<file path="config.mk">
export PLATFORM = sky130hd
export DESIGN_NAME = calendar_clock_with_shift_flat
export DESIGN_NICKNAME = d
export VERILOG_FILES = /design/src/rtl/ccs_pkg.sv /design/src/rtl/ccs_if.sv /design/src/rtl/ccs_ctrl.sv /design/src/rtl/ccs_dp.sv /design/src/rtl/calendar_clock_with_shift.sv /design/src/flat_wrapper.sv
export SDC_FILE = /design/constraint.sdc
export NUM_CORES = 2
export LEC_CHECK = 0
export ABC_CLOCK_PERIOD_IN_PS = 27400
export BUFFER_PORTS_ARGS = -buffer_cell sky130_fd_sc_hd__buf_4
export CAP_MARGIN = 20
export CELL_PAD_IN_SITES_DETAIL_PLACEMENT = 1
export CELL_PAD_IN_SITES_GLOBAL_PLACEMENT = 2
export CORE_MARGIN = 10
export CORE_UTILIZATION = 30
export CTS_BUF_LIST = sky130_fd_sc_hd__clkbuf_16
export CTS_CLUSTER_DIAMETER = 120
export DETAILED_ROUTE_END_ITERATION = 10
export PLACE_DENSITY_LB_ADDON = 0.1
export SYNTH_ARGS = -nofsm -noshare
export SYNTH_HDL_FRONTEND = slang
export SYNTH_SLANG_ARGS = --single-unit
</file>
<file path="constraint.sdc">
create_clock -name clk -period 27.4 [get_ports clk]
set_input_delay 5.48 -clock clk [delete_from_list [all_inputs] [get_ports clk]]
set_output_delay 5.48 -clock clk [all_outputs]
set_load 0.01 [all_outputs]
</file>
<file path="src/rtl/ccs_pkg.sv">
`timescale 1ns / 1ps
`default_nettype none
package ccs_pkg;

  localparam logic [13:0] BASE_YEAR    = 14'd1900;
  localparam logic [2:0]  BASE_WEEKDAY = 3'd1;
  localparam logic [13:0] YEAR_MAX     = 14'd9999;
  localparam logic [2:0]  WEEKDAY_NONE = 3'd7;

  localparam logic [1:0] OP_TICK = 2'd0;
  localparam logic [1:0] OP_ADD  = 2'd1;
  localparam logic [1:0] OP_SUB  = 2'd2;
  localparam logic [1:0] OP_LOAD = 2'd3;

  // reciprocal constants, exact over the input ranges
  localparam logic [16:0] RECIP_1000 = 17'd67109;   // shift 26
  localparam logic [18:0] RECIP_60   = 19'd279621;  // shift 24
  localparam logic [11:0] RECIP_24   = 12'd2731;    // shift 16
  localparam logic [13:0] RECIP_100  = 14'd10486;   // shift 20

  typedef struct packed {
    logic [1:0]  op;
    logic [15:0] elapsed_ms;
    logic [15:0] shift_minutes;
    logic [13:0] load_year;
    logic [3:0]  load_month;
    logic [4:0]  load_day;
    logic [4:0]  load_hour;
    logic [5:0]  load_minute;
    logic [5:0]  load_second;
    logic [2:0]  load_weekday;
  } in_item_t;

  typedef struct packed {
    logic [13:0] year;
    logic [3:0]  month;
    logic [4:0]  day;
    logic [4:0]  hour;
    logic [5:0]  minute;
    logic [5:0]  second;
    logic [2:0]  weekday;
    logic [5:0]  rollover_flags;
  } out_item_t;

  typedef enum logic [4:0] {
    CMD_NOP, CMD_ACCEPT,
    CMD_TK_DIV, CMD_TK_REM, CMD_TK_SUB, CMD_TK_SEC, CMD_TK_MIN, CMD_TK_DAY,
    CMD_SH_DIV, CMD_SH_REM, CMD_SH_HDIV,
    CMD_ADD_MIN, CMD_SUB_MIN, CMD_ADD_HOUR, CMD_SUB_HOUR,
    CMD_FWD_INIT, CMD_BACK_INIT, CMD_FWD_STEP, CMD_BACK_STEP,
    CMD_WD_INIT, CMD_WD_WALK, CMD_WD_FIN, CMD_PUBLISH
  } cmd_t;

  typedef struct packed {
    logic d_zero;
    logic fwd_end;
    logic back_end;
    logic wd_pre;
    logic wd_end;
  } dp_status_t;

  function automatic logic is_leap(input logic [13:0] y);
    logic [27:0] p;
    logic [7:0]  q;
    logic [14:0] back;
    logic        c100;
    p    = 28'(y) * 28'(RECIP_100);
    q    = p[27:20];
    back = 15'(q) * 15'd100;
    c100 = (15'(y) == back);
    return (y[1:0] == 2'b00 && !c100) || (c100 && q[1:0] == 2'b00);
  endfunction

  function automatic logic [4:0] month_len(input logic [3:0] m, input logic [13:0] y);
    logic [4:0] len;
    case (m) inside
      4'd1, 4'd3, 4'd5, 4'd7, 4'd8, 4'd10, 4'd12: len = 5'd31;
      4'd4, 4'd6, 4'd9, 4'd11:                    len = 5'd30;
      default:                                    len = 5'd28 + 5'(is_leap(y));
    endcase
    return len;
  endfunction

  function automatic logic [8:0] month_start(input logic [3:0] m);
    logic [8:0] off;
    case (m)
      4'd2:    off = 9'd31;
      4'd3:    off = 9'd59;
      4'd4:    off = 9'd90;
      4'd5:    off = 9'd120;
      4'd6:    off = 9'd151;
      4'd7:    off = 9'd181;
      4'd8:    off = 9'd212;
      4'd9:    off = 9'd243;
      4'd10:   off = 9'd273;
      4'd11:   off = 9'd304;
      4'd12:   off = 9'd334;
      default: off = 9'd0;
    endcase
    return off;
  endfunction

  // 8 is 1 mod 7, so octal digits fold
  function automatic logic [2:0] mod7(input logic [8:0] v);
    logic [4:0] s;
    logic [3:0] t;
    s = 5'(v[8:6]) + 5'(v[5:3]) + 5'(v[2:0]);
    t = 4'(s[4:3]) + 4'(s[2:0]);
    if (t >= 4'd7) begin
      t = t - 4'd7;
    end
    return t[2:0];
  endfunction

endpackage
`default_nettype wire

</file>
<file path="src/rtl/ccs_if.sv">
`timescale 1ns / 1ps
`default_nettype none
interface ccs_in_if;
  logic        valid;
  logic        ready;
  logic [1:0]  op;
  logic [15:0] elapsed_ms;
  logic [15:0] shift_minutes;
  logic [13:0] load_year;
  logic [3:0]  load_month;
  logic [4:0]  load_day;
  logic [4:0]  load_hour;
  logic [5:0]  load_minute;
  logic [5:0]  load_second;
  logic [2:0]  load_weekday;

  modport source (output valid, op, elapsed_ms, shift_minutes, load_year, load_month,
                  load_day, load_hour, load_minute, load_second, load_weekday,
                  input ready);
  modport sink (input valid, op, elapsed_ms, shift_minutes, load_year, load_month,
                load_day, load_hour, load_minute, load_second, load_weekday,
                output ready);
endinterface

interface ccs_out_if;
  logic        valid;
  logic        ready;
  logic [13:0] year;
  logic [3:0]  month;
  logic [4:0]  day;
  logic [4:0]  hour;
  logic [5:0]  minute;
  logic [5:0]  second;
  logic [2:0]  weekday;
  logic [5:0]  rollover_flags;

  modport source (output valid, year, month, day, hour, minute, second, weekday,
                  rollover_flags, input ready);
  modport sink (input valid, year, month, day, hour, minute, second, weekday,
                rollover_flags, output ready);
endinterface
`default_nettype wire

</file>
<file path="src/rtl/ccs_ctrl.sv">
`timescale 1ns / 1ps
`default_nettype none
module ccs_ctrl (
  input  wire logic             clk,
  input  wire logic             rst_n,
  input  wire logic             in_valid,
  input  wire logic [1:0]       in_op,
  output logic                  in_ready,
  output logic                  out_valid,
  input  wire logic             out_ready,
  output ccs_pkg::cmd_t         cmd,
  input  wire ccs_pkg::dp_status_t status
);
  import ccs_pkg::*;

  typedef enum logic [18:0] {
    S_IDLE    = 19'h00001,
    S_TK_DIV  = 19'h00002,
    S_TK_REM  = 19'h00004,
    S_TK_SUB  = 19'h00008,
    S_TK_SEC  = 19'h00010,
    S_TK_MIN  = 19'h00020,
    S_TK_DAY  = 19'h00040,
    S_SH_DIV  = 19'h00080,
    S_SH_REM  = 19'h00100,
    S_SH_HDIV = 19'h00200,
    S_SH_MIN  = 19'h00400,
    S_SH_HOUR = 19'h00800,
    S_DT_INIT = 19'h01000,
    S_FWD     = 19'h02000,
    S_BACK    = 19'h04000,
    S_WD_INIT = 19'h08000,
    S_WD_WALK = 19'h10000,
    S_WD_FIN  = 19'h20000,
    S_DONE    = 19'h40000
  } state_t;

  state_t     state_r, state_nxt;
  logic [1:0] op_r, op_nxt;
  logic       out_valid_r, out_valid_nxt;
  logic       is_add;

  assign in_ready  = (state_r == S_IDLE);
  assign out_valid = out_valid_r;
  assign is_add    = (op_r == OP_ADD);

  always_comb begin
    state_nxt     = state_r;
    op_nxt        = op_r;
    out_valid_nxt = out_valid_r && !out_ready;
    cmd           = CMD_NOP;
    case (state_r)
      S_IDLE: begin
        if (in_valid) begin
          cmd    = CMD_ACCEPT;
          op_nxt = in_op;
          case (in_op)
            OP_TICK: state_nxt = S_TK_DIV;
            OP_LOAD: state_nxt = S_DONE;
            default: state_nxt = S_SH_DIV;
          endcase
        end
      end
      S_TK_DIV: begin
        cmd = CMD_TK_DIV; state_nxt = S_TK_REM;
      end
      S_TK_REM: begin
        cmd = CMD_TK_REM; state_nxt = S_TK_SUB;
      end
      S_TK_SUB: begin
        cmd = CMD_TK_SUB; state_nxt = S_TK_SEC;
      end
      S_TK_SEC: begin
        cmd = CMD_TK_SEC; state_nxt = S_TK_MIN;
      end
      S_TK_MIN: begin
        cmd = CMD_TK_MIN; state_nxt = S_TK_DAY;
      end
      S_TK_DAY: begin
        cmd = CMD_TK_DAY; state_nxt = S_DONE;
      end
      S_SH_DIV: begin
        cmd = CMD_SH_DIV; state_nxt = S_SH_REM;
      end
      S_SH_REM: begin
        cmd = CMD_SH_REM; state_nxt = S_SH_HDIV;
      end
      S_SH_HDIV: begin
        cmd = CMD_SH_HDIV; state_nxt = S_SH_MIN;
      end
      S_SH_MIN: begin
        cmd = is_add ? CMD_ADD_MIN : CMD_SUB_MIN; state_nxt = S_SH_HOUR;
      end
      S_SH_HOUR: begin
        cmd = is_add ? CMD_ADD_HOUR : CMD_SUB_HOUR; state_nxt = S_DT_INIT;
      end
      S_DT_INIT: begin
        cmd = is_add ? CMD_FWD_INIT : CMD_BACK_INIT;
        if (status.d_zero) begin
          state_nxt = S_WD_INIT;
        end else begin
          state_nxt = is_add ? S_FWD : S_BACK;
        end
      end
      S_FWD: begin
        cmd = CMD_FWD_STEP;
        if (status.fwd_end) begin
          state_nxt = S_WD_INIT;
        end
      end
      S_BACK: begin
        cmd = CMD_BACK_STEP;
        if (status.back_end) begin
          state_nxt = S_WD_INIT;
        end
      end
      S_WD_INIT: begin
        cmd       = CMD_WD_INIT;
        state_nxt = status.wd_pre ? S_DONE : S_WD_WALK;
      end
      S_WD_WALK: begin
        cmd = CMD_WD_WALK;
        if (status.wd_end) begin
          state_nxt = S_WD_FIN;
        end
      end
      S_WD_FIN: begin
        cmd = CMD_WD_FIN; state_nxt = S_DONE;
      end
      S_DONE: begin
        if (!out_valid_r || out_ready) begin
          cmd           = CMD_PUBLISH;
          out_valid_nxt = 1'b1;
          state_nxt     = S_IDLE;
        end
      end
      default: state_nxt = S_IDLE;
    endcase
  end

  always_ff @(posedge clk) begin
    if (!rst_n) begin
      state_r     <= S_IDLE;
      op_r        <= OP_TICK;
      out_valid_r <= 1'b0;
    end else begin
      state_r     <= state_nxt;
      op_r        <= op_nxt;
      out_valid_r <= out_valid_nxt;
    end
  end

  a_load_direct: assert property (@(posedge clk) disable iff (!rst_n)
    (state_r == S_IDLE && in_valid && in_op == OP_LOAD) |=> (state_r == S_DONE))
    else $error("load request did not go straight to publish");

  a_pub_from_done: assert property (@(posedge clk) disable iff (!rst_n)
    $rose(out_valid_r) |-> $past(state_r == S_DONE))
    else $error("result raised outside publish");

  a_tick_len: assert property (@(posedge clk) disable iff (!rst_n)
    (state_r == S_TK_DIV) |-> ##6 (state_r == S_DONE))
    else $error("tick sequence length wrong");

endmodule
`default_nettype wire

</file>
<file path="src/rtl/ccs_dp.sv">
`timescale 1ns / 1ps
`default_nettype none
module ccs_dp (
  input  wire logic                 clk,
  input  wire logic                 rst_n,
  input  wire ccs_pkg::cmd_t        cmd,
  input  wire ccs_pkg::in_item_t    in_item,
  output ccs_pkg::dp_status_t       status,
  output ccs_pkg::out_item_t        out_item
);
  import ccs_pkg::*;

  logic [13:0] year_r, year_nxt;
  logic [3:0]  month_r, month_nxt;
  logic [4:0]  day_r, day_nxt;
  logic [4:0]  hour_r, hour_nxt;
  logic [5:0]  minute_r, minute_nxt;
  logic [5:0]  second_r, second_nxt;
  logic [2:0]  wday_r, wday_nxt;
  logic [9:0]  subms_r, subms_nxt;
  logic [5:0]  flags_r, flags_nxt;
  logic [15:0] ms_r, ms_nxt;
  logic [15:0] mins_r, mins_nxt;
  logic [10:0] q_r, q_nxt;
  logic [9:0]  rem_r, rem_nxt;
  logic [6:0]  secs_r, secs_nxt;
  logic [1:0]  mc_r, mc_nxt;
  logic [5:0]  mv_r, mv_nxt;
  logic [4:0]  h_r, h_nxt;
  logic [5:0]  d_r, d_nxt;
  logic [6:0]  dd_r, dd_nxt;
  logic [13:0] yy_r, yy_nxt;
  logic [2:0]  acc_r, acc_nxt;
  out_item_t   out_r, out_nxt;

  logic [4:0]  cur_len;
  logic [3:0]  bk_month;
  logic [13:0] bk_year;
  logic [4:0]  bk_len;

  assign cur_len = month_len(month_r, year_r);

  always_comb begin
    bk_month = 4'd2;
    bk_year  = year_r;
    case (month_r) inside
      4'd1: begin
        bk_month = 4'd12;
        bk_year  = (year_r == 14'd0) ? YEAR_MAX : year_r - 14'd1;
      end
      [4'd2:4'd12]: bk_month = month_r - 4'd1;
      default:      bk_month = 4'd2;
    endcase
    bk_len = month_len(bk_month, bk_year);
  end

  assign status.d_zero   = (d_r == 6'd0);
  assign status.fwd_end  = (dd_r <= 7'(cur_len));
  assign status.back_end = (dd_r > 7'(d_r));
  assign status.wd_pre   = (year_r < BASE_YEAR);
  assign status.wd_end   = (yy_r == year_r);
  assign out_item        = out_r;

  always_comb begin
    logic [32:0] p1000;
    logic [34:0] p60;
    logic [22:0] p24;
    logic [16:0] r17;
    logic [10:0] ssum;
    logic [7:0]  s8;
    logic [6:0]  t7;
    logic [5:0]  t6;
    logic [5:0]  nd;
    logic [3:0]  a4;
    logic [8:0]  v9;
    logic        step_year;

    year_nxt = year_r;  month_nxt = month_r; day_nxt = day_r; hour_nxt = hour_r;
    minute_nxt = minute_r; second_nxt = second_r; wday_nxt = wday_r;
    subms_nxt = subms_r; flags_nxt = flags_r; ms_nxt = ms_r; mins_nxt = mins_r;
    q_nxt = q_r; rem_nxt = rem_r; secs_nxt = secs_r; mc_nxt = mc_r; mv_nxt = mv_r;
    h_nxt = h_r; d_nxt = d_r; dd_nxt = dd_r; yy_nxt = yy_r; acc_nxt = acc_r;
    out_nxt = out_r;

    p1000 = 33'(ms_r) * 33'(RECIP_1000);
    p60   = 35'(mins_r) * 35'(RECIP_60);
    p24   = 23'(q_r) * 23'(RECIP_24);
    r17   = 17'(ms_r) - 17'(q_r[6:0]) * 17'd1000;
    ssum  = 11'(subms_r) + 11'(rem_r);
    s8    = 8'(second_r) + 8'(secs_r);
    t7    = 7'd0;
    t6    = 6'd0;
    nd    = 6'(day_r) + 6'd1;
    a4    = 4'(acc_r) + 4'd1 + 4'(is_leap(yy_r));
    step_year = (month_r >= 4'd12);
    v9    = 9'(acc_r) + month_start(month_r)
          + 9'(month_r >= 4'd3 && month_r <= 4'd12 && is_leap(year_r))
          + 9'(day_r) + 9'd6 + 9'(BASE_WEEKDAY);

    case (cmd)
      CMD_ACCEPT: begin
        ms_nxt    = in_item.elapsed_ms;
        mins_nxt  = in_item.shift_minutes;
        flags_nxt = 6'd0;
        if (in_item.op == OP_LOAD) begin
          year_nxt   = in_item.load_year;
          month_nxt  = in_item.load_month;
          day_nxt    = in_item.load_day;
          hour_nxt   = in_item.load_hour;
          minute_nxt = in_item.load_minute;
          second_nxt = in_item.load_second;
          wday_nxt   = in_item.load_weekday;
        end
      end
      CMD_TK_DIV: begin
        q_nxt     = 11'(p1000[32:26]);
        flags_nxt = 6'h01;
      end
      CMD_TK_REM: rem_nxt = r17[9:0];
      CMD_TK_SUB: begin
        if (ssum >= 11'd1000) begin
          subms_nxt = 10'(ssum - 11'd1000);
          secs_nxt  = q_r[6:0] + 7'd1;
        end else begin
          subms_nxt = ssum[9:0];
          secs_nxt  = q_r[6:0];
        end
      end
      CMD_TK_SEC: begin
        mc_nxt = 2'd0;
        second_nxt = s8[5:0];
        if (s8 >= 8'd120) begin
          second_nxt = 6'(s8 - 8'd120); mc_nxt = 2'd2; flags_nxt[1] = 1'b1;
        end else if (s8 > 8'd59) begin
          second_nxt = 6'(s8 - 8'd60); mc_nxt = 2'd1; flags_nxt[1] = 1'b1;
        end
      end
      CMD_TK_MIN: begin
        if (flags_r[1]) begin
          t7 = 7'(minute_r) + 7'(mc_r);
          if (t7 > 7'd59) begin
            minute_nxt   = 6'(t7 - 7'd60);
            flags_nxt[2] = 1'b1;
            t6 = 6'(hour_r) + 6'd1;
            if (t6 > 6'd23) begin
              hour_nxt     = 5'd0;
              flags_nxt[3] = 1'b1;
            end else begin
              hour_nxt = t6[4:0];
            end
          end else begin
            minute_nxt = t7[5:0];
          end
        end
      end
      CMD_TK_DAY: begin
        if (flags_r[3]) begin
          wday_nxt = (wday_r >= 3'd6) ? 3'd0 : wday_r + 3'd1;
          if (nd > 6'(cur_len)) begin
            day_nxt      = 5'd1;
            flags_nxt[4] = 1'b1;
            if (step_year) begin
              month_nxt    = 4'd1;
              year_nxt     = (year_r >= YEAR_MAX) ? 14'd0 : year_r + 14'd1;
              flags_nxt[5] = 1'b1;
            end else begin
              month_nxt = month_r + 4'd1;
            end
          end else begin
            day_nxt = nd[4:0];
          end
        end
      end
      CMD_SH_DIV: q_nxt = p60[34:24];
      CMD_SH_REM: begin
        mv_nxt = 6'(mins_r - 16'(q_r) * 16'd60);
        d_nxt  = p24[21:16];
      end
      CMD_SH_HDIV: h_nxt = 5'(q_r - 11'(d_r) * 11'd24);
      CMD_ADD_MIN: begin
        t7 = 7'(minute_r) + 7'(mv_r);
        if (t7 >= 7'd120) begin
          minute_nxt = 6'(t7 - 7'd120); mc_nxt = 2'd2;
        end else if (t7 >= 7'd60) begin
          minute_nxt = 6'(t7 - 7'd60); mc_nxt = 2'd1;
        end else begin
          minute_nxt = t7[5:0]; mc_nxt = 2'd0;
        end
      end
      CMD_SUB_MIN: begin
        if (minute_r >= mv_r) begin
          minute_nxt = minute_r - mv_r;
        end else begin
          minute_nxt = 6'(7'(minute_r) + 7'd60 - 7'(mv_r));
          h_nxt      = h_r + 5'd1;
        end
      end
      CMD_ADD_HOUR: begin
        t6 = 6'(hour_r) + 6'(h_r) + 6'(mc_r);
        if (t6 >= 6'd48) begin
          hour_nxt = 5'(t6 - 6'd48); d_nxt = d_r + 6'd2;
        end else if (t6 >= 6'd24) begin
          hour_nxt = 5'(t6 - 6'd24); d_nxt = d_r + 6'd1;
        end else begin
          hour_nxt = t6[4:0];
        end
      end
      CMD_SUB_HOUR: begin
        if (hour_r >= h_r) begin
          hour_nxt = hour_r - h_r;
        end else begin
          hour_nxt = 5'(6'(hour_r) + 6'd24 - 6'(h_r));
          d_nxt    = d_r + 6'd1;
        end
      end
      CMD_FWD_INIT:  dd_nxt = 7'(day_r) + 7'(d_r);
      CMD_BACK_INIT: dd_nxt = 7'(day_r);
      CMD_FWD_STEP: begin
        if (dd_r <= 7'(cur_len)) begin
          day_nxt = dd_r[4:0];
        end else begin
          dd_nxt = dd_r - 7'(cur_len);
          if (step_year) begin
            month_nxt = 4'd1;
            year_nxt  = (year_r >= YEAR_MAX) ? 14'd0 : year_r + 14'd1;
          end else begin
            month_nxt = month_r + 4'd1;
          end
        end
      end
      CMD_BACK_STEP: begin
        if (dd_r > 7'(d_r)) begin
          day_nxt = 5'(dd_r - 7'(d_r));
        end else begin
          d_nxt     = 6'(7'(d_r) - dd_r);
          month_nxt = bk_month;
          year_nxt  = bk_year;
          dd_nxt    = 7'(bk_len);
        end
      end
      CMD_WD_INIT: begin
        if (year_r < BASE_YEAR) begin
          wday_nxt = WEEKDAY_NONE;
        end else begin
          yy_nxt  = BASE_YEAR;
          acc_nxt = 3'd0;
        end
      end
      CMD_WD_WALK: begin
        if (yy_r != year_r) begin
          acc_nxt = (a4 >= 4'd7) ? 3'(a4 - 4'd7) : a4[2:0];
          yy_nxt  = yy_r + 14'd1;
        end
      end
      CMD_WD_FIN: wday_nxt = mod7(v9);
      CMD_PUBLISH: begin
        out_nxt.year           = year_r;
        out_nxt.month          = month_r;
        out_nxt.day            = day_r;
        out_nxt.hour           = hour_r;
        out_nxt.minute         = minute_r;
        out_nxt.second         = second_r;
        out_nxt.weekday        = wday_r;
        out_nxt.rollover_flags = flags_r;
      end
      default: ;
    endcase
  end

  always_ff @(posedge clk) begin
    if (!rst_n) begin
      year_r   <= BASE_YEAR;
      month_r  <= 4'd1;
      day_r    <= 5'd1;
      hour_r   <= 5'd0;
      minute_r <= 6'd0;
      second_r <= 6'd0;
      wday_r   <= BASE_WEEKDAY;
      subms_r  <= 10'd0;
      flags_r  <= 6'd0;
    end else begin
      year_r   <= year_nxt;
      month_r  <= month_nxt;
      day_r    <= day_nxt;
      hour_r   <= hour_nxt;
      minute_r <= minute_nxt;
      second_r <= second_nxt;
      wday_r   <= wday_nxt;
      subms_r  <= subms_nxt;
      flags_r  <= flags_nxt;
    end
  end

  always_ff @(posedge clk) begin
    ms_r   <= ms_nxt;
    mins_r <= mins_nxt;
    q_r    <= q_nxt;
    rem_r  <= rem_nxt;
    secs_r <= secs_nxt;
    mc_r   <= mc_nxt;
    mv_r   <= mv_nxt;
    h_r    <= h_nxt;
    d_r    <= d_nxt;
    dd_r   <= dd_nxt;
    yy_r   <= yy_nxt;
    acc_r  <= acc_nxt;
    out_r  <= out_nxt;
  end

  a_flags_chain: assert property (@(posedge clk) disable iff (!rst_n)
    (flags_r[5:1] & ~flags_r[4:0]) == 5'd0)
    else $error("rollover flags not contiguous");

  a_walk_bound: assert property (@(posedge clk) disable iff (!rst_n)
    (cmd == CMD_WD_WALK) |-> (yy_r <= year_r))
    else $error("weekday walk passed current year");

  a_tick_first: assert property (@(posedge clk) disable iff (!rst_n)
    (cmd == CMD_TK_DIV) |=> (flags_r == 6'h01))
    else $error("tick flag not set");

endmodule
`default_nettype wire

</file>
<file path="src/rtl/calendar_clock_with_shift.sv">
`timescale 1ns / 1ps
`default_nettype none
// calendar clock with minute shift
// in_ch: one request per item, op 0 tick (elapsed_ms), 1 add and 2 subtract
//   shift_minutes, 3 load the clock from the load_* fields
// out_ch: one result per request, the clock after the request and the
//   rollover flags (nonzero only for ticks)
// accept to result: a load goes straight to publish; a tick runs divide, remainder,
//   subtract, second, minute and day steps; a shift runs divide, remainder, hour
//   divide, minute and hour steps, a date walk of one month per step when whole days
//   move, then a weekday walk over the years from 1900; years before 1900 skip the walk
// the weekday walk steps one year per cycle through a leap-year check
// one request is worked at a time; in_ch.ready is high while idle, also while
//   a finished result still sits in the output register
// a stalled receiver holds the result; the next result waits for it to drain
// reset: clock 1900-01-01 00:00:00, weekday 1, millisecond remainder zero,
//   no result pending
module calendar_clock_with_shift (
  input  wire logic clk,
  input  wire logic rst_n,
  ccs_in_if.sink    in_ch,
  ccs_out_if.source out_ch
);
  import ccs_pkg::*;

  cmd_t       cmd;
  dp_status_t status;
  in_item_t   in_item;
  out_item_t  out_item;

  assign in_item.op            = in_ch.op;
  assign in_item.elapsed_ms    = in_ch.elapsed_ms;
  assign in_item.shift_minutes = in_ch.shift_minutes;
  assign in_item.load_year     = in_ch.load_year;
  assign in_item.load_month    = in_ch.load_month;
  assign in_item.load_day      = in_ch.load_day;
  assign in_item.load_hour     = in_ch.load_hour;
  assign in_item.load_minute   = in_ch.load_minute;
  assign in_item.load_second   = in_ch.load_second;
  assign in_item.load_weekday  = in_ch.load_weekday;

  assign out_ch.year           = out_item.year;
  assign out_ch.month          = out_item.month;
  assign out_ch.day            = out_item.day;
  assign out_ch.hour           = out_item.hour;
  assign out_ch.minute         = out_item.minute;
  assign out_ch.second         = out_item.second;
  assign out_ch.weekday        = out_item.weekday;
  assign out_ch.rollover_flags = out_item.rollover_flags;

  ccs_ctrl u_ctrl (
    .clk       (clk),
    .rst_n     (rst_n),
    .in_valid  (in_ch.valid),
    .in_op     (in_ch.op),
    .in_ready  (in_ch.ready),
    .out_valid (out_ch.valid),
    .out_ready (out_ch.ready),
    .cmd       (cmd),
    .status    (status)
  );

  ccs_dp u_dp (
    .clk      (clk),
    .rst_n    (rst_n),
    .cmd      (cmd),
    .in_item  (in_item),
    .status   (status),
    .out_item (out_item)
  );

endmodule
`default_nettype wire
</file>
<file path="src/flat_wrapper.sv">
// flat-port wrapper written by rule: the top's interface ports become plain ports
module calendar_clock_with_shift_flat import ccs_pkg::*;
  (clk, rst_n, in_ch_valid, in_ch_op, in_ch_elapsed_ms, in_ch_shift_minutes, in_ch_load_year, in_ch_load_month, in_ch_load_day, in_ch_load_hour, in_ch_load_minute, in_ch_load_second, in_ch_load_weekday, in_ch_ready, out_ch_valid, out_ch_year, out_ch_month, out_ch_day, out_ch_hour, out_ch_minute, out_ch_second, out_ch_weekday, out_ch_rollover_flags, out_ch_ready);
  ccs_in_if in_ch_i ();
  ccs_out_if out_ch_i ();
  input  wire logic clk;
  input  wire logic rst_n;
  input wire logic [$bits(in_ch_i.valid)-1:0] in_ch_valid;
  input wire logic [$bits(in_ch_i.op)-1:0] in_ch_op;
  input wire logic [$bits(in_ch_i.elapsed_ms)-1:0] in_ch_elapsed_ms;
  input wire logic [$bits(in_ch_i.shift_minutes)-1:0] in_ch_shift_minutes;
  input wire logic [$bits(in_ch_i.load_year)-1:0] in_ch_load_year;
  input wire logic [$bits(in_ch_i.load_month)-1:0] in_ch_load_month;
  input wire logic [$bits(in_ch_i.load_day)-1:0] in_ch_load_day;
  input wire logic [$bits(in_ch_i.load_hour)-1:0] in_ch_load_hour;
  input wire logic [$bits(in_ch_i.load_minute)-1:0] in_ch_load_minute;
  input wire logic [$bits(in_ch_i.load_second)-1:0] in_ch_load_second;
  input wire logic [$bits(in_ch_i.load_weekday)-1:0] in_ch_load_weekday;
  output wire logic [$bits(in_ch_i.ready)-1:0] in_ch_ready;
  output wire logic [$bits(out_ch_i.valid)-1:0] out_ch_valid;
  output wire logic [$bits(out_ch_i.year)-1:0] out_ch_year;
  output wire logic [$bits(out_ch_i.month)-1:0] out_ch_month;
  output wire logic [$bits(out_ch_i.day)-1:0] out_ch_day;
  output wire logic [$bits(out_ch_i.hour)-1:0] out_ch_hour;
  output wire logic [$bits(out_ch_i.minute)-1:0] out_ch_minute;
  output wire logic [$bits(out_ch_i.second)-1:0] out_ch_second;
  output wire logic [$bits(out_ch_i.weekday)-1:0] out_ch_weekday;
  output wire logic [$bits(out_ch_i.rollover_flags)-1:0] out_ch_rollover_flags;
  input wire logic [$bits(out_ch_i.ready)-1:0] out_ch_ready;
  assign in_ch_i.valid = in_ch_valid;
  assign in_ch_i.op = in_ch_op;
  assign in_ch_i.elapsed_ms = in_ch_elapsed_ms;
  assign in_ch_i.shift_minutes = in_ch_shift_minutes;
  assign in_ch_i.load_year = in_ch_load_year;
  assign in_ch_i.load_month = in_ch_load_month;
  assign in_ch_i.load_day = in_ch_load_day;
  assign in_ch_i.load_hour = in_ch_load_hour;
  assign in_ch_i.load_minute = in_ch_load_minute;
  assign in_ch_i.load_second = in_ch_load_second;
  assign in_ch_i.load_weekday = in_ch_load_weekday;
  assign in_ch_ready = in_ch_i.ready;
  assign out_ch_valid = out_ch_i.valid;
  assign out_ch_year = out_ch_i.year;
  assign out_ch_month = out_ch_i.month;
  assign out_ch_day = out_ch_i.day;
  assign out_ch_hour = out_ch_i.hour;
  assign out_ch_minute = out_ch_i.minute;
  assign out_ch_second = out_ch_i.second;
  assign out_ch_weekday = out_ch_i.weekday;
  assign out_ch_rollover_flags = out_ch_i.rollover_flags;
  assign out_ch_i.ready = out_ch_ready;
  calendar_clock_with_shift u_core (.clk(clk), .rst_n(rst_n), .in_ch(in_ch_i), .out_ch(out_ch_i));
endmodule
</file>
==> flow_summary.toml <==
[cts]
cts.sinks = 242
htreeDepth = 2
cts_hold_buf = 0
root_buffer = "clkbuf_16"
cts_resized = 0
numCtsBuffers = 37
clock_latency_ns = 0.61
path_clk_slew_ns = 0.06
cts_tree = "yes"
postCtsSetupRepairBufs = 0
cts_max_path_buffers = 3

[yosys]
ys_types = 90
avgSynthCellArea_um2 = 9.61
yosys_warnings = 0
synthesis.area_mm2 = 0.0371
async_flop_share_pct = 0
yosys.area.top_type = "ha_1"
ys_ff_latch = 242
synth_nets = 5144
synth_cells = 3863
synth_edf_count = 152
synth-main-ff-cell = "edfxtp_1"
synth_seq_area_share_pct = 17.2
synth.area.top_cells = "ha_1 29%, fa_1 18%, edfxtp_1 12%, inv_1 7.0%, dfxtp_1 4.9%"
synth_top_cell_area_share_pct = 29.3

[routing]
postRouteAntennaNets = 0
wl_per_cell_um = 20.4
drc_errors = 0
dr.pass1.iters = 5
routed-via-count = 27400
vias_per_cell = 4.84
drt-initial-drc-count = 1030
wirelength_um = 115000

[sta]
maxSlewViolCount = 0
fin_worst_skew_ns = 0.0480
finalSetupViolations = 0
hold_violations = 0
fmax_mhz = 71.8
tns_ns = 0
worst_pin_slew_ns = 1.00
rsz0062_at_grt = "no"
min_period_ns = 13.93
relSlewSlack_pct = 32.4
timing.final.crit_share_pct = 50.9

[job]
drv_cap = 0

[place]
dp_hpwl_um = 96000
portBuffers = 131
place_area_mm2 = 0.0402
gp_congestion = 0.784

[final_layout]
multi_input_area_mm2 = 0.0279
syn_to_final_growth_pct = 11.7
regArea_mm2 = 0.00637
n_antenna_cell = 0
drive_gt1_share_pct = 6.79
final_area_mm2 = 0.0415
finish.net_count = 5286
n_fill_cell = 14000
final_util_pct = 33.9
layout_common_cells = "869 x ha_1, 693 x inv_1, 331 x fa_1"
final_common_cell = "ha_1"

[critical_path]
crit_slowest_cell = "dfxtp_1"
critPathMaxStageDelay_ns = 0.71
start_kind = "flip-flop"
crit_fanout = 12
cpMostUsedCell = "inv_1"
arrival_ns = 14.40
critical_path_class = "flip-flop to flip-flop"
end_kind = "flip-flop"
required_ns = 27.87

[die]
num_rows = 128
io_pins = 132
die_height_um = 372
core_area_mm2 = 0.122
die_w_um = 372
start_util_pct = 30.3
dieArea_mm2 = 0.138

[global_routing]
grt_pass1_vias = 30100
grt-ovfl-total = 0
grt_usage_pct = 16.8
grt_max_degree = 36
grt_pass1_wl_um = 181000
antenna_found_initial = 3

[status]
run_status = "finished, final reports clean"

[worst_hold_path]
holdCritPathClass = "flip-flop to flip-flop"
## cell type report
class | instances | share of cell area [%]
Timing Repair Buffer | 171 | 3.09
Inverter | 692 | 6.26
Sequential cell | 242 | 15.4
Clock inverter | 30 | 0.824
Clock buffer | 38 | 2.29
Tap cell | 1625 | 4.90
Multi-Input combinational cell | 2861 | 67.3
## critical path: cells and delay by family (launching register included)
family | cells | cell delay (ns)
XOR/XNOR | 5 | 0.92
AND/OR/NAND/NOR | 4 | 0.80
AO/OA/AOI/OAI | 16 | 3.36
multiplexers | 1 | 0.15
flip-flops | 1 | 0.71
adder cells (fa/ha/maj) | 19 | 6.90
buffers and inverters | 12 | 0.95
## layer usage
metal  track usage, %  vias to the layer above  part of all wire, %
li1                 -                    13500                    -
met1             24.2                    13500                   51
met2             26.7                      299                   44
met3             2.11                      107                  3.0
met4             3.60                        2                  2.0
met5                0                        -                0.010
## final timing paths
path,from,end,slack [ns],cells past startpoint
hold reg to reg,u_core.u_dp.flags_r[0]$_SDFFE_PN0N_,u_core.u_dp.out_item[0]$_DFFE_PN_,0.44,0
setup reg to reg,u_core.u_dp.year_r[6]$_SDFFE_PN1P_,u_core.u_dp.wday_r[0]$_SDFFE_PN1P_,13.47,57
setup / recovery,u_core.u_dp.year_r[6]$_SDFFE_PN1P_,u_core.u_dp.wday_r[0]$_SDFFE_PN1P_,13.47,57
hold / removal,u_core.u_dp.flags_r[0]$_SDFFE_PN0N_,u_core.u_dp.out_item[0]$_DFFE_PN_,0.44,0
## state kept, by name, indices dropped and copies added (netlist names), 3 cells and up, named ones only
register / cells
u_core.u_dp.rem_r: 10
u_core.u_ctrl.state_r: 19
u_core.u_dp.d_r: 6
u_core.u_dp.ms_r: 16
u_core.u_dp.out_item: 49
u_core.u_dp.day_r: 5
u_core.u_dp.second_r: 6
u_core.u_dp.h_r: 5
u_core.u_dp.dd_r: 7
u_core.u_dp.hour_r: 5
u_core.u_dp.year_r: 14
u_core.u_dp.q_r: 11
u_core.u_dp.acc_r: 3
u_core.u_dp.secs_r: 7
u_core.u_dp.flags_r: 6
u_core.u_dp.mv_r: 6
u_core.u_dp.yy_r: 14
u_core.u_dp.mins_r: 16
u_core.u_dp.month_r: 4
u_core.u_dp.minute_r: 6
u_core.u_dp.wday_r: 3
u_core.u_dp.subms_r: 10
## stage by stage
| stage | worst slack [ns] | hold WS [ns] | instances |
|---|---|---|---|
| after floorplan | 14.93 | 0.406 | 3863 |
| after global placement | 13.68 | 0.425 | 5590 |
| after detailed placement | 13.46 | 0.419 | 5591 |
| after CTS | 13.41 | 0.442 | 5659 |
| after global routing | 12.36 | 0.453 | 5659 |
| final | 13.47 | 0.437 | 5659 |
## kinds of logic after synthesis
group,Yosys count,share of synthesized area (%)
XOR/XNOR,235,5.58
adder cells (fa/ha/maj),1201,47.2
AND/OR/NAND/NOR,748,10.1
flip-flops,242,17.2
buffers and inverters,760,7.75
multiplexers,33,0.930
AO/OA/AOI/OAI,644,11.3
## Yosys cell counts, drive strengths merged, types with 17 or more instances
| master | instances |
|---|---|
| a211oi | 22 |
| a21o | 62 |
| a21oi | 183 |
| a22oi | 18 |
| a31oi | 23 |
| and3 | 30 |
| clkbuf | 57 |
| dfxtp | 90 |
| edfxtp | 152 |
| fa | 331 |
| ha | 869 |
| inv | 691 |
| mux2i | 27 |
| nand2 | 184 |
| nand2b | 29 |
| nand3 | 62 |
| nand4 | 36 |
| nor2 | 203 |
| nor2b | 29 |
| nor3 | 48 |
| nor4 | 32 |
| o211ai | 17 |
| o21a | 17 |
| o21ai | 141 |
| o21bai | 18 |
| xnor2 | 168 |
| xor2 | 66 |
Power is left out: the tool's default activity adds up to more than one toggle a clock period on the data nets, which glitch-free logic cannot reach.
